===== src/hdl/b32kc_pkg.sv =====
package b32kc_pkg;

  // One input beat: raw key character plus end-of-key flag
  typedef struct packed {
    logic [7:0] character;
    logic       is_final;
  } b32kc_in_t;

  // One result beat: data byte or closing status
  typedef struct packed {
    logic       kind;
    logic [7:0] data_byte;
    logic       status;
    logic       last;
  } b32kc_out_t;

  // Results produced by one character, in delivery order
  typedef struct packed {
    logic [1:0] count;
    b32kc_out_t first;
    b32kc_out_t second;
  } b32kc_res_t;

  // Symbol lookup outcome
  typedef struct packed {
    logic       valid;
    logic       pad;
    logic [4:0] value;
  } b32kc_sym_t;

  localparam logic       KIND_DATA   = 1'b0;
  localparam logic       KIND_STATUS = 1'b1;
  localparam logic       STATUS_OK   = 1'b0;
  localparam logic       STATUS_BAD  = 1'b1;
  localparam logic [1:0] RES_MAX     = 2'd2;

  // Lenient base32 alphabet: either case, 2..7, and 0/1/8 read as O/L/B
  function automatic b32kc_sym_t sym_of(input logic [7:0] c);
    b32kc_sym_t s;
    s = '{valid: 1'b0, pad: 1'b0, value: 5'd0};
    if (c >= 8'h41 && c <= 8'h5A) begin
      s.valid = 1'b1;
      s.value = 5'(c - 8'h41);
    end else if (c >= 8'h61 && c <= 8'h7A) begin
      s.valid = 1'b1;
      s.value = 5'(c - 8'h61);
    end else if (c >= 8'h32 && c <= 8'h37) begin
      s.valid = 1'b1;
      s.value = 5'(c - 8'h32 + 8'd26);
    end else if (c == 8'h30) begin
      s.valid = 1'b1;
      s.value = 5'd14;
    end else if (c == 8'h31) begin
      s.valid = 1'b1;
      s.value = 5'd11;
    end else if (c == 8'h38) begin
      s.valid = 1'b1;
      s.value = 5'd1;
    end else if (c == 8'h3D) begin
      s.pad = 1'b1;
    end
    return s;
  endfunction

endpackage


===== src/hdl/b32kc_core.sv =====
module b32kc_core (
  input  logic                 clk,
  input  logic                 rst_n,
  input  logic                 item_valid,
  input  b32kc_pkg::b32kc_in_t item,
  input  logic                 advance,
  output b32kc_pkg::b32kc_res_t res
);
  import b32kc_pkg::*;

  logic [2:0] pos_r, pos_nxt;
  logic [7:0] hold_r, hold_nxt;
  logic       pad_r, pad_nxt;
  logic       err_r, err_nxt;

  b32kc_sym_t  sym;
  logic [12:0] joined;
  logic [12:0] shifted;
  logic        emit;
  logic [1:0]  shamt;
  logic        bad;
  b32kc_out_t  data_res;
  b32kc_out_t  stat_res;

  // Decode the character and work out the next group state
  always_comb begin
    sym      = sym_of(item.character);
    joined   = {hold_r, sym.value};
    pos_nxt  = pos_r + 3'd1;
    hold_nxt = hold_r;
    pad_nxt  = pad_r;
    err_nxt  = err_r;
    emit     = 1'b0;
    shamt    = 2'd0;

    // Byte boundary: groups positions 1,3,4,6,7 settle a byte
    case (pos_r)
      3'd1: begin emit = 1'b1; shamt = 2'd2; end
      3'd3: begin emit = 1'b1; shamt = 2'd0; end
      3'd4: begin emit = 1'b1; shamt = 2'd1; end
      3'd6: begin emit = 1'b1; shamt = 2'd3; end
      3'd7: begin emit = 1'b1; shamt = 2'd0; end
      default: begin emit = 1'b0; shamt = 2'd0; end
    endcase

    if (!sym.valid && !sym.pad) begin
      err_nxt = 1'b1;
      emit    = 1'b0;
    end else if (sym.pad) begin
      if (pos_r == 3'd0) begin
        err_nxt = 1'b1;
      end else if (!pad_r && !(pos_r == 3'd2 || pos_r == 3'd4 ||
                               pos_r == 3'd5 || pos_r == 3'd7)) begin
        err_nxt = 1'b1;
      end
      pad_nxt = 1'b1;
      emit    = 1'b0;
    end else if (pad_r) begin
      err_nxt = 1'b1;
      emit    = 1'b0;
    end else begin
      hold_nxt = joined[7:0];
      emit     = emit && !err_r;
    end

    // Position 3 settles its byte at shift 4
    if (pos_r == 3'd3) begin
      shifted = joined >> 4;
    end else begin
      shifted = joined >> shamt;
    end

    bad = err_nxt || (pos_nxt != 3'd0);

    data_res = '{kind: KIND_DATA, data_byte: shifted[7:0], status: STATUS_OK,
                 last: 1'b0};
    stat_res = '{kind: KIND_STATUS, data_byte: 8'd0,
                 status: bad ? STATUS_BAD : STATUS_OK, last: 1'b1};

    res.count  = 2'(emit) + 2'(item.is_final);
    res.first  = emit ? data_res : stat_res;
    res.second = stat_res;
  end

  // Advance group state; end of key drops everything back to reset
  always_ff @(posedge clk) begin
    if (!rst_n) begin
      pos_r  <= 3'd0;
      hold_r <= 8'd0;
      pad_r  <= 1'b0;
      err_r  <= 1'b0;
    end else if (advance) begin
      if (item.is_final) begin
        pos_r  <= 3'd0;
        hold_r <= 8'd0;
        pad_r  <= 1'b0;
        err_r  <= 1'b0;
      end else begin
        pos_r  <= pos_nxt;
        hold_r <= hold_nxt;
        pad_r  <= pad_nxt;
        err_r  <= err_nxt;
      end
    end
  end

  a_final_gives_result: assert property (@(posedge clk) disable iff (!rst_n)
    advance && item.is_final |-> res.count != 2'd0)
    else $error("final character produced no status");

  a_final_clears: assert property (@(posedge clk) disable iff (!rst_n)
    advance && item.is_final |=> pos_r == 3'd0 && !pad_r && !err_r)
    else $error("state not cleared after end of key");

  a_advance_needs_item: assert property (@(posedge clk) disable iff (!rst_n)
    advance |-> item_valid)
    else $error("advance without a held character");

endmodule


===== src/hdl/b32kc_obuf.sv =====
module b32kc_obuf (
  input  logic                  clk,
  input  logic                  rst_n,
  input  logic                  push,
  input  b32kc_pkg::b32kc_res_t res,
  input  logic                  out_stall,
  output logic                  out_valid,
  output b32kc_pkg::b32kc_out_t out_data,
  output logic [1:0]            free
);
  import b32kc_pkg::*;

  b32kc_out_t slot0_r, slot0_nxt;
  b32kc_out_t slot1_r, slot1_nxt;
  logic [1:0] cnt_r, cnt_nxt;
  logic       pop;
  logic [1:0] remc;
  logic [1:0] pushc;
  b32kc_out_t rem0;

  // Pop the head, then append the new results behind what remains
  always_comb begin
    pop   = (cnt_r != 2'd0) && !out_stall;
    remc  = cnt_r - 2'(pop);
    pushc = push ? res.count : 2'd0;
    rem0  = pop ? slot1_r : slot0_r;
    free  = RES_MAX - cnt_r + 2'(pop);

    cnt_nxt   = remc + pushc;
    slot0_nxt = (remc != 2'd0) ? rem0 : res.first;
    case (remc)
      2'd2:    slot1_nxt = slot1_r;
      2'd1:    slot1_nxt = res.first;
      default: slot1_nxt = res.second;
    endcase
  end

  always_ff @(posedge clk) begin
    if (!rst_n) begin
      cnt_r <= 2'd0;
    end else begin
      cnt_r <= cnt_nxt;
    end
    slot0_r <= slot0_nxt;
    slot1_r <= slot1_nxt;
  end

  assign out_valid = (cnt_r != 2'd0);
  assign out_data  = slot0_r;

  a_no_overflow: assert property (@(posedge clk) disable iff (!rst_n)
    cnt_r <= RES_MAX && !(push && (res.count > free)))
    else $error("result buffer overflow");

  a_last_is_status: assert property (@(posedge clk) disable iff (!rst_n)
    out_valid && out_data.last |-> out_data.kind == KIND_STATUS)
    else $error("last beat is not a status");

endmodule


===== src/hdl/base32_key_check_decode.sv =====
// Channel | Ports                            | Beat
// --------+----------------------------------+--------------------------------
// input   | in_valid, in_stall, in_data      | character, is_final
// result  | out_valid, out_stall, out_data   | kind, data_byte, status, last
//
// One character per cycle unless stalled: input register -> decode/pack -> 2-entry
// result buffer. A character gives at most one data byte; the final one adds a
// status beat, so a key ending on a byte boundary gives two result beats at the end.
// An accepted character passes the input register, then the result buffer.
// rst_n is synchronous and clears group state and both buffers.
// A stalled result side fills the buffer, then holds the input register.
module base32_key_check_decode (
  input  logic                  clk,
  input  logic                  rst_n,
  input  logic                  in_valid,
  output logic                  in_stall,
  input  b32kc_pkg::b32kc_in_t  in_data,
  output logic                  out_valid,
  input  logic                  out_stall,
  output b32kc_pkg::b32kc_out_t out_data
);
  import b32kc_pkg::*;

  b32kc_in_t  item_r;
  logic       item_v_r;
  b32kc_res_t res;
  logic [1:0] free;
  logic       advance;
  logic       accept;

  // Move the held character on when the buffer has room for its results
  assign advance  = item_v_r && (res.count <= free);
  assign in_stall = item_v_r && !advance;
  assign accept   = in_valid && !in_stall;

  // Hold the input beat
  always_ff @(posedge clk) begin
    if (!rst_n) begin
      item_v_r <= 1'b0;
    end else if (accept) begin
      item_v_r <= 1'b1;
    end else if (advance) begin
      item_v_r <= 1'b0;
    end
    if (accept) begin
      item_r <= in_data;
    end
  end

  b32kc_core u_core (
    .clk        (clk),
    .rst_n      (rst_n),
    .item_valid (item_v_r),
    .item       (item_r),
    .advance    (advance),
    .res        (res)
  );

  b32kc_obuf u_obuf (
    .clk       (clk),
    .rst_n     (rst_n),
    .push      (advance),
    .res       (res),
    .out_stall (out_stall),
    .out_valid (out_valid),
    .out_data  (out_data),
    .free      (free)
  );

endmodule

===== config.mk =====
export PLATFORM = sky130hd
export DESIGN_NAME = base32_key_check_decode
export DESIGN_NICKNAME = d
export VERILOG_FILES = /design/src/hdl/b32kc_pkg.sv /design/src/hdl/b32kc_core.sv /design/src/hdl/b32kc_obuf.sv /design/src/hdl/base32_key_check_decode.sv
export SDC_FILE = /design/constraint.sdc
export NUM_CORES = 1
export LEC_CHECK = 0
export BUFFER_PORTS_ARGS = -buffer_cell sky130_fd_sc_hd__buf_2
export CORE_UTILIZATION = 50
export DETAILED_ROUTE_END_ITERATION = 7
export MAX_ROUTING_LAYER = met4
export PLACE_DENSITY = 0.69
export SYNTH_ARGS = -nofsm -noshare
export SYNTH_HDL_FRONTEND = slang
export SYNTH_SLANG_ARGS = --single-unit

===== constraint.sdc =====
create_clock -name clk -period 8.9 [get_ports clk]
set_input_delay 0 -clock clk [delete_from_list [all_inputs] [get_ports clk]]
set_output_delay 0 -clock clk [all_outputs]
set_load 0.005 [all_outputs]

# Word level (Yosys, flattened, before mapping)
# Index checks and enable logic that the tools add are counted.
[totals]
out_inout_bits = 13
reg_bits = 47
word_cells = 129
inputBits = 13
[op_classes]
reduce_logical = 31
n_lt_le_gt_ge = 7
n_addsub = 10
n_eq_ne = 17
n_mux = 47
shift = 1
[ops]
columns = ["cell", "count"]
rows = [
  ["two-way mux 8 bit", 5],
  ["two-way mux 11 bit", 3],
  ["equality test 8 x 6 -> 1 bit, second input constant", 4],
  ["two-way mux 1 bit", 30],
  ["two-way mux 5 bit", 5],
  ["one-hot mux 11 bit (2 select lines)", 1],
  [">= comparator 8 x 7 -> 1 bit, second input constant", 2],
  ["<= comparator 8 x 7 -> 1 bit, second input constant", 2],
  ["right shift 13 x 2 -> 8 bit", 1],
  ["equality test 3 bit, second input constant", 4],
  ["logical AND 1 bit", 10],
  ["subtractor 5 x 1 -> 5 bit, second input constant", 2],
  [">= comparator 8 x 6 -> 1 bit, second input constant", 1],
  ["<= comparator 8 x 6 -> 1 bit, second input constant", 1],
  ["zero test 1 bit", 8],
  ["nonzero test 2 bit", 4],
  ["equality test 3 x 2 -> 1 bit, second input constant", 2],
  ["!= test 2 bit, second input constant", 3],
  ["one-hot mux 2 bit (3 select lines)", 1],
  ["adder 5 bit, second input constant", 1],
  ["OR reduction 5 bit", 1],
  ["subtractor 5 bit, second input constant", 1],
  ["logical OR 1 bit", 4],
  ["AND reduction 4 bit", 1],
  ["16 further kinds", 16],
]

# Logic depth before layout (Yosys ltp)
# Gate-level depths: netlist of run 1.
[logic_depth]
ltp_word = 19
mapped_depth = 21
mapped_depth_nobuf = 19

# By module
# A second synthesis of run 1 with hierarchy kept.
[unflattened]
cells_unflattened = 291
hier_area_um2 = 3096.7
[modules_own_cells]
columns = ["mod", "n_inst", "cells_per_inst", "seq_area_each_um2", "area_per_inst_um2"]
rows = [
  ["b32kc_core", 1, 198, 240.2, 1546.5],
  ["b32kc_obuf", 1, 72, 700.7, 1167.4],
  ["base32_key_check_decode", 1, 21, 290.3, 382.9],
]

# Worst setup path before layout of run 1
# No wires, ideal clock.
[synth_timing]
path_type = "reg-to-reg"
start = "register item_r[2] (netlist name)"
end = "register u_core.hold_r[2]"
arrival_ns = 4.047
setup_time_ns = 0.076
synth_period_minus_slack_ns = 4.123
setup_slack_ns = 4.777
path_buffers = 2
stages_incl_launch_ff = 19
required_time_ns = 8.824
cell_sequence = "edfxtp_1 > buf_2 > inv_1 > ha_1 > nor2_2 > a2111oi_4 > o21ai_2 > a31o_1 > or4_4 > buf_6 > inv_2 > ha_1 > ha_1 > nor2b_1 > o21ai_0 > nand2_1 > nor3_1 > o21ai_0 > a21boi_0"
[synth_via]
elab_chain_cells = 15
elab_cells_between_ends = 49
classes_between = "add/sub (5); order compare (7); eq/ne (6); mux (23); reduce/logical (8)"
[synth_lines]
columns = ["element", "line", "text"]
rows = [
  ["start, declared", "base32_key_check_decode.sv:24", "b32kc_in_t item_r;"],
  ["start signal, assigned", "base32_key_check_decode.sv:46", "item_r <= in_data;"],
  ["equality test 8 x 6 -> 1 bit", "b32kc_pkg.sv:59", "end else if (c == 8'h3D) begin"],
  ["two-way mux 1 bit", "b32kc_pkg.sv:59", ""],
  ["two-way mux 1 bit", "b32kc_pkg.sv:56", "end else if (c == 8'h38) begin"],
  ["two-way mux 1 bit", "b32kc_pkg.sv:53", "end else if (c == 8'h31) begin"],
  ["two-way mux 1 bit", "b32kc_pkg.sv:50", "end else if (c == 8'h30) begin"],
  ["two-way mux 1 bit", "b32kc_pkg.sv:47", "end else if (c >= 8'h32 && c <= 8'h37) begin"],
  ["two-way mux 1 bit", "b32kc_pkg.sv:44", "end else if (c >= 8'h61 && c <= 8'h7A) begin"],
  ["two-way mux 1 bit", "b32kc_pkg.sv:41", "if (c >= 8'h41 && c <= 8'h5A) begin"],
  ["zero test 1 bit", "b32kc_core.sv:46", "if (!sym.valid && !sym.pad) begin"],
  ["logical AND 1 bit", "b32kc_core.sv:46", ""],
  ["two-way mux 1 bit", "b32kc_core.sv:46", ""],
  ["adder 1 x 1 -> 2 bit", "b32kc_core.sv:80", "res.count = 2'(emit) + 2'(item.is_final);"],
  ["<= comparator 2 bit", "base32_key_check_decode.sv:32", "assign advance = item_v_r && (res.count <= free);"],
  ["logical AND 1 bit", "base32_key_check_decode.sv:32", ""],
  ["AND reduction 4 bit (no source line)", "--", ""],
  ["end signal, assigned", "b32kc_core.sv:100", "hold_r <= hold_nxt;"],
  ["end, declared", "b32kc_core.sv:12", "logic [7:0] hold_r, hold_nxt;"],
]
# Several ways; a longest one is shown, not always the timed one. The select of a mux whose other input is x is not followed.
# A chain may end at the register's enable or synchronous reset.

# Final worst setup path of run 1
[layout_timing]
start = "register item_r[2] (netlist name)"
end = "register u_core.hold_r[0]"
# The elaborated chain is that of the path after synthesis.

==> results of run 1 <==
## per-stage QoR
stage / cell area, µm² / total power, mW / hold WS, ns / util, % / cells
floorplan: 2770 / 0.472 / 0.0989 / - / 279
global placement: 2920 / 0.532 / 0.176 / 56.2 / 363
detailed placement: 2920 / 0.533 / 0.178 / 56.2 / 363
CTS: 3140 / 0.693 / 0.0307 / 60.3 / 381
global route: 3140 / 0.734 / 0.0418 / 60.3 / 381
finish: 3140 / 0.688 / 0.0383 / 60.3 / 381
## sequential cells by signal (all words and copies together), names as in the netlist
register	count
item_v_r	1
u_obuf.out_data	10
u_obuf.slot1_r	10
item_r	9
u_core.hold_r	7
u_core.err_r	1
u_obuf.cnt_r	2
u_core.pad_r	1
u_core.pos_r	3
## critical path, delay by kind of cell, from the launching register on
| kind | cells | cell delay [ns] |
|---|---|---|
| and+or+nand+nor | 6 | 1.80 |
| AOI/OAI and AO/OA | 5 | 1.28 |
| adders and majority gates | 3 | 0.73 |
| DFF | 1 | 0.52 |
| buffers and inverters | 2 | 0.29 |
## area by class of cell
class,instances,area [µm²],area share [%]
Multi-Input combinational cell,209,1480,47.3
Sequential cell,44,1170,37.3
Clock inverter,3,46.3,1.47
Tap cell,70,87.6,2.79
Inverter,15,56.3,1.79
Clock buffer,5,68.8,2.19
Timing Repair Buffer,35,225,7.17
## cell usage after synthesis (3+ instances only)
master | count | area share (%)
edfxtp_1 | 29 | 31
o21ai_0 | 10 | 1.8
xnor2_1 | 3 | 0.95
mux2i_1 | 5 | 1.8
nor2b_1 | 13 | 2.9
ha_1 | 18 | 8.1
nand2_1 | 28 | 3.8
and2_1 | 4 | 0.90
nor3_1 | 11 | 2.0
a22o_1 | 3 | 0.95
a221oi_1 | 3 | 0.95
nand3_1 | 5 | 0.90
nand3b_1 | 3 | 0.81
a21boi_0 | 4 | 1.1
a21oi_1 | 10 | 1.8
and2_2 | 3 | 0.81
nor2_1 | 24 | 3.3
mux4_2 | 3 | 2.4
nor4_1 | 3 | 0.68
a31oi_1 | 3 | 0.68
xor2_1 | 4 | 1.3
inv_1 | 13 | 1.8
clkbuf_1 | 7 | 0.95
a22oi_1 | 7 | 1.9
nand2b_1 | 3 | 0.68
o31ai_1 | 6 | 1.6
o211ai_1 | 4 | 1.1
dfxtp_1 | 15 | 11
## where the power goes
group / internal, mW / total, mW / switching (mW)
combinational: 0.0792 / 0.221 / 0.141
sequential: 0.288 / 0.310 / 0.0228
clock: 0.0845 / 0.157 / 0.0723
total: 0.451 / 0.688 / 0.236
## logic make-up after synthesis
group | Yosys count | share of synthesized area (%)
AOI/OAI and AO/OA | 63 | 16.7
xor gates and xnor gates | 7 | 2.22
adders and majority gates | 18 | 8.14
buffers and inverters | 26 | 4.03
DFF | 44 | 42.3
muxes | 9 | 4.66
and+or+nand+nor | 112 | 21.9
## metal layers
metal	track usage (%)	wire length, µm	vias to the layer above
met5	-	0	-
met4	7.12	54	0
met3	3.95	182	4
met2	34.8	2590	46
met1	25.8	2590	1000
li1	-	-	1093
## path summary, 6_finish.rpt
check / start / endpoint / slack (ns) / depth (start not counted)
worst max-delay path: item_r[2] / u_core.hold_r[0] / 4.20 / 16
worst min-delay path: rst_n / u_obuf.cnt_r[1] / 0.04 / 2
worst max register to register: item_r[2] / u_core.hold_r[0] / 4.20 / 16
worst min register to register: u_core.err_r / u_core.err_r / 0.54 / 2
==> impl_metrics.toml, run 1 <==
[outcome]
status = "completed"

[sta]
drv_slew = 0
finalHoldViolations = 0
worstMarginPinSlew_ns = 0.763
final.period_utilization_pct = 52.8
rsz0062_at_grt = "false"
final.setup.tns_ns = 0
clock_skew_ns = 0.00846
slew_headroom_pct = 49.1
fin_crit_ns = 4.70
finalSetupViolations = 0
fmaxAchievable_mhz = 213
fin_ws_ns = 4.20

[routing]
firstDrtPassIters = 4
via_per_inst = 5.62
routed_wirelength_mm = 5.42
wl_per_cell_um = 14.2
vias = 2143
drtIter0Drc = 119
drc = 0
drtAntennaViolNets = 0

[place]
dpl.hpwl_mm = 4.00
port_buffers = 25
gp_congestion = 0.854
preCtsSetupSlack_ns = 4.28

[worst_setup_path]
worst-setup-path-type = "flip-flop to flip-flop"
end_kind = "flip-flop"
cp_cell_sequence = "inv_1, ha_1, nor2_2, a2111oi_4, o21ai_2, a31o_1, or4_4, inv_2, ha_1, ha_1, nor2b_1, o21ai_0, nand2_1, nor3_1, a22oi_1, nor2b_1"
critPathMaxFanout = 10
cp_slowest_cell = "or4_4"
worst_setup_path_start_kind = "flip-flop"
crit_required_ns = 9.14
crit_top_cell = "ha_1"
critPathArrivalTime_ns = 4.93
cpPeakStageDelay_ns = 0.60

[clocking]
clockRootBuffer = "clkbuf_8"
post_cts_buffers = 0
cts-htree-levels = 2
clk_latency_ns = 0.30
clkSlewWorstSetupHoldPaths_ns = 0.09
cts_max_path_buffers = 2
cts_tree = "done"
cts_sinks = 44
hold_buffers = 10
cts_resized = 0
numCtsBuffers = 5

[logic_synthesis]
syn-instance-count = 279
synth_edf_count = 29
synth.yosys.seq_area_share_pct = 42.3
synth_area_um2 = 2770
ys_warn_count = 0
avgSynthCellArea_um2 = 9.92
syn-num-nets = 310
synth_seq_cells = 44
synth_cell_type_count = 59
synthFlopType = "edfxtp_1"
postSynth.asyncResetShare_pct = 0

[floorplanning]
die_h_um = 76.4
std_cell_rows = 26
start_util_pct = 53.1
die_area_um2 = 5830
chipWidth_um = 76.4
io_pins = 26
design.core.area_um2 = 5200

[cells_and_area]
fillers = 456
fin_nets = 341
drive_gt1_share_pct = 16.7
final_common_cell = "edfxtp_1"
diodes = 0
syn2layout_area_growth_pct = 13.5
layout_common_cells = "edfxtp_1 (29), nand2_1 (28), buf_2 (25), nor2_1 (24), ha_1 (18)"

[pwr]
ir_drop_mv = 0.134
p_per_area_nw_per_um2 = 219
p_leak_nw = 1.21

[grt]
grt_max_degree = 20
grtUsageTotal_pct = 21.0
grt_pass1_vias = 2054
grt.overflow.total = 0
grt_first_pass_wirelength_mm = 9.40
antenna_found_initial = 0

[job]
maxCapViolations = 0

[min_path]
holdCritPathClass = "primary input to flip-flop"
(Power assumes the default switching activity.)
==> run 2: changes to the inputs <==
Settings changed: ABC_AREA set to 1.
Clock period 8.9 ns to 4.5 ns, I/O delays scaled along.
==> run 2 against run 1 <==
Compared with the run above:
- total power grew 110%
- global-route usage grew 0.71 points
- utilization up 0.44 points
- maximum frequency is 34% higher
- first-iteration DRC count increased by 26%
- die area is 0.49% higher
- count of clock-buffer cells in the layout is 2 higher
- sequential share of layout area shrank 0.50 points
- setup slack worse by 3.2 ns
- area after synthesis grew 0.50%
- wire length rose by 2.2%
- critical path type unchanged
- largest cell class unchanged
==> impl_metrics.toml, run 2 <==
[place]
port_buffers = 25
dpl.hpwl_mm = 4.22
preCtsSetupSlack_ns = 0.973
gp_congestion = 0.924

[sta]
fmaxAchievable_mhz = 286
fin_crit_ns = 3.50
fin_ws_ns = 0.999
drv_slew = 0
slew_headroom_pct = 65.0
clock_skew_ns = 0.0122
rsz0062_at_grt = "false"
worstMarginPinSlew_ns = 0.520
finalSetupViolations = 0
final.period_utilization_pct = 77.8
finalHoldViolations = 0
final.setup.tns_ns = 0

[clocking]
clk_latency_ns = 0.30
post_cts_buffers = 0
clockRootBuffer = "clkbuf_8"
hold_buffers = 11
cts-htree-levels = 2
cts_sinks = 44
cts_tree = "done"
cts_resized = 0
numCtsBuffers = 5
clkSlewWorstSetupHoldPaths_ns = 0.09
cts_max_path_buffers = 2

[floorplanning]
die_h_um = 76.6
start_util_pct = 53.1
chipWidth_um = 76.6
die_area_um2 = 5860
design.core.area_um2 = 5240
io_pins = 26
std_cell_rows = 26

[logic_synthesis]
yosysMostFrequentCell = "nand2_1"
synth_commonest_cells = "nand2_1 (88), inv_1 (43), nand3_1 (39), nor2_1 (30), edfxtp_1 (29)"
synth_seq_cells = 44
ys_warn_count = 0
synth.largest_area_cell = "edfxtp_1"
synth_area_um2 = 2780
synth.yosys.seq_area_share_pct = 42.1
syn-instance-count = 354
yosysTopAreaCellShare_pct = 31.3
synth_cell_type_count = 33
postSynth.asyncResetShare_pct = 0
avgSynthCellArea_um2 = 7.85
synthFlopType = "edfxtp_1"
syn-num-nets = 385
synth_edf_count = 29
yosys-top-cells-area = "edfxtp_1 (31%), nand2_1 (12%), dfxtp_1 (11%)"

[pwr]
finalPower_mw = 1.44
ir_drop_mv = 0.219
p_per_area_nw_per_um2 = 454
p_leak_nw = 1.42

[cells_and_area]
diodes = 0
fillers = 464
fin_nets = 424
layout_common_cells = "nand2_1 (88), inv_1 (43), nand3_1 (39), nor2_1 (30), edfxtp_1 (29)"
final_common_cell = "nand2_1"
multi_input_area_um2 = 1390
drive_gt1_share_pct = 15.5
syn2layout_area_growth_pct = 14.4
regArea_um2 = 1170

[worst_setup_path]
crit_required_ns = 4.70
critPathMaxFanout = 9
critPathArrivalTime_ns = 3.70
worst-setup-path-type = "flip-flop to flip-flop"
end_kind = "flip-flop"
worst_setup_path_start_kind = "flip-flop"

[routing]
drtAntennaViolNets = 0
wl_per_cell_um = 11.9
routed_wirelength_mm = 5.54
firstDrtPassIters = 5
drc = 0
drtIter0Drc = 150
vias = 2390
via_per_inst = 5.15

[grt]
grt_first_pass_wirelength_mm = 9.92
grt_pass1_vias = 2223
grt.overflow.total = 0
grt_max_degree = 18
grtUsageTotal_pct = 21.7
antenna_found_initial = 0

[min_path]
holdCritPathClass = "primary input to flip-flop"

[outcome]
status = "completed"

[job]
maxCapViolations = 0
==> run 2: path summary, 6_finish.rpt <==
check	from	endpoint	slack [ns]	cells past startpoint
max	item_r[2]	u_obuf.cnt_r[1]	1.0	22
min	out_stall	u_obuf.slot1_r[10]	0.37	5
max reg2reg	item_r[2]	u_obuf.cnt_r[1]	1.0	22
min reg2reg	u_core.hold_r[2]	u_core.hold_r[2]	0.50	2
==> run 2: final cells by class <==
cell class	instances	share of cell area [%]
Multi-Input combinational cell	255	43.8
Sequential cell	44	36.8
Clock inverter	1	0.197
Clock buffer	7	2.83
Inverter	50	6.02
Timing Repair Buffer	37	7.63
Tap cell	70	2.75
==> run 2: stage by stage <==
step                      hold slack, ns  cells  area [µm²]  utilization [%]
final                              0.372    464        3180             60.8
after global routing               0.403    464        3180             60.8
after CTS                          0.370    464        3180             60.8
after detailed placement           0.178    445        2980             56.8
after global placement             0.177    445        2980             56.8
after floorplan                   0.0935    354        2780                -
==> run 2: report_power, final <==
group	leakage [nW]	total, mW	switching [mW]	internal [mW]
Clock	0.0522	0.264	0.133	0.131
Sequential	0.423	0.602	0.0395	0.563
Combinational	0.943	0.577	0.396	0.182
Total	1.42	1.44	0.568	0.876
==> run 2: per-layer routing <==
metal  wire length [µm]  up-vias  global-route usage (%)
li1                   -     1243                       -
met1               2560     1074                    26.8
met2               2610       62                    35.4
met3                234       11                    3.71
met4                123        0                    8.65
met5                  0        -                       -
==> run 2: cell families after synthesis <==
logic type                 Yosys count  synth area share [%]
DFF                                 44                  42.1
buffers and inverters               55                  7.79
xor gates and xnor gates             6                  1.89
AOI/OAI and AO/OA                   51                  10.5
adders and majority gates           18                  8.10
and+or+nand+nor                    180                  29.6
==> run 2: worst max-delay path: stages (launching register included) <==
cell      delay, ns
edfxtp_1       0.44
inv_1          0.12
ha_1           0.21
inv_1          0.11
nand3_1        0.09
nand3_1        0.08
nand2_1        0.05
nand2_1        0.13
nand3_4        0.12
nand2_2        0.15
inv_4          0.08
ha_1           0.27
inv_1          0.05
ha_1           0.27
a22oi_1        0.21
nor2_1         0.06
buf_4          0.16
inv_1          0.14
nor2_1         0.06
ha_1           0.19
xor2_1         0.17
o21ai_0        0.16
a21oi_1        0.05
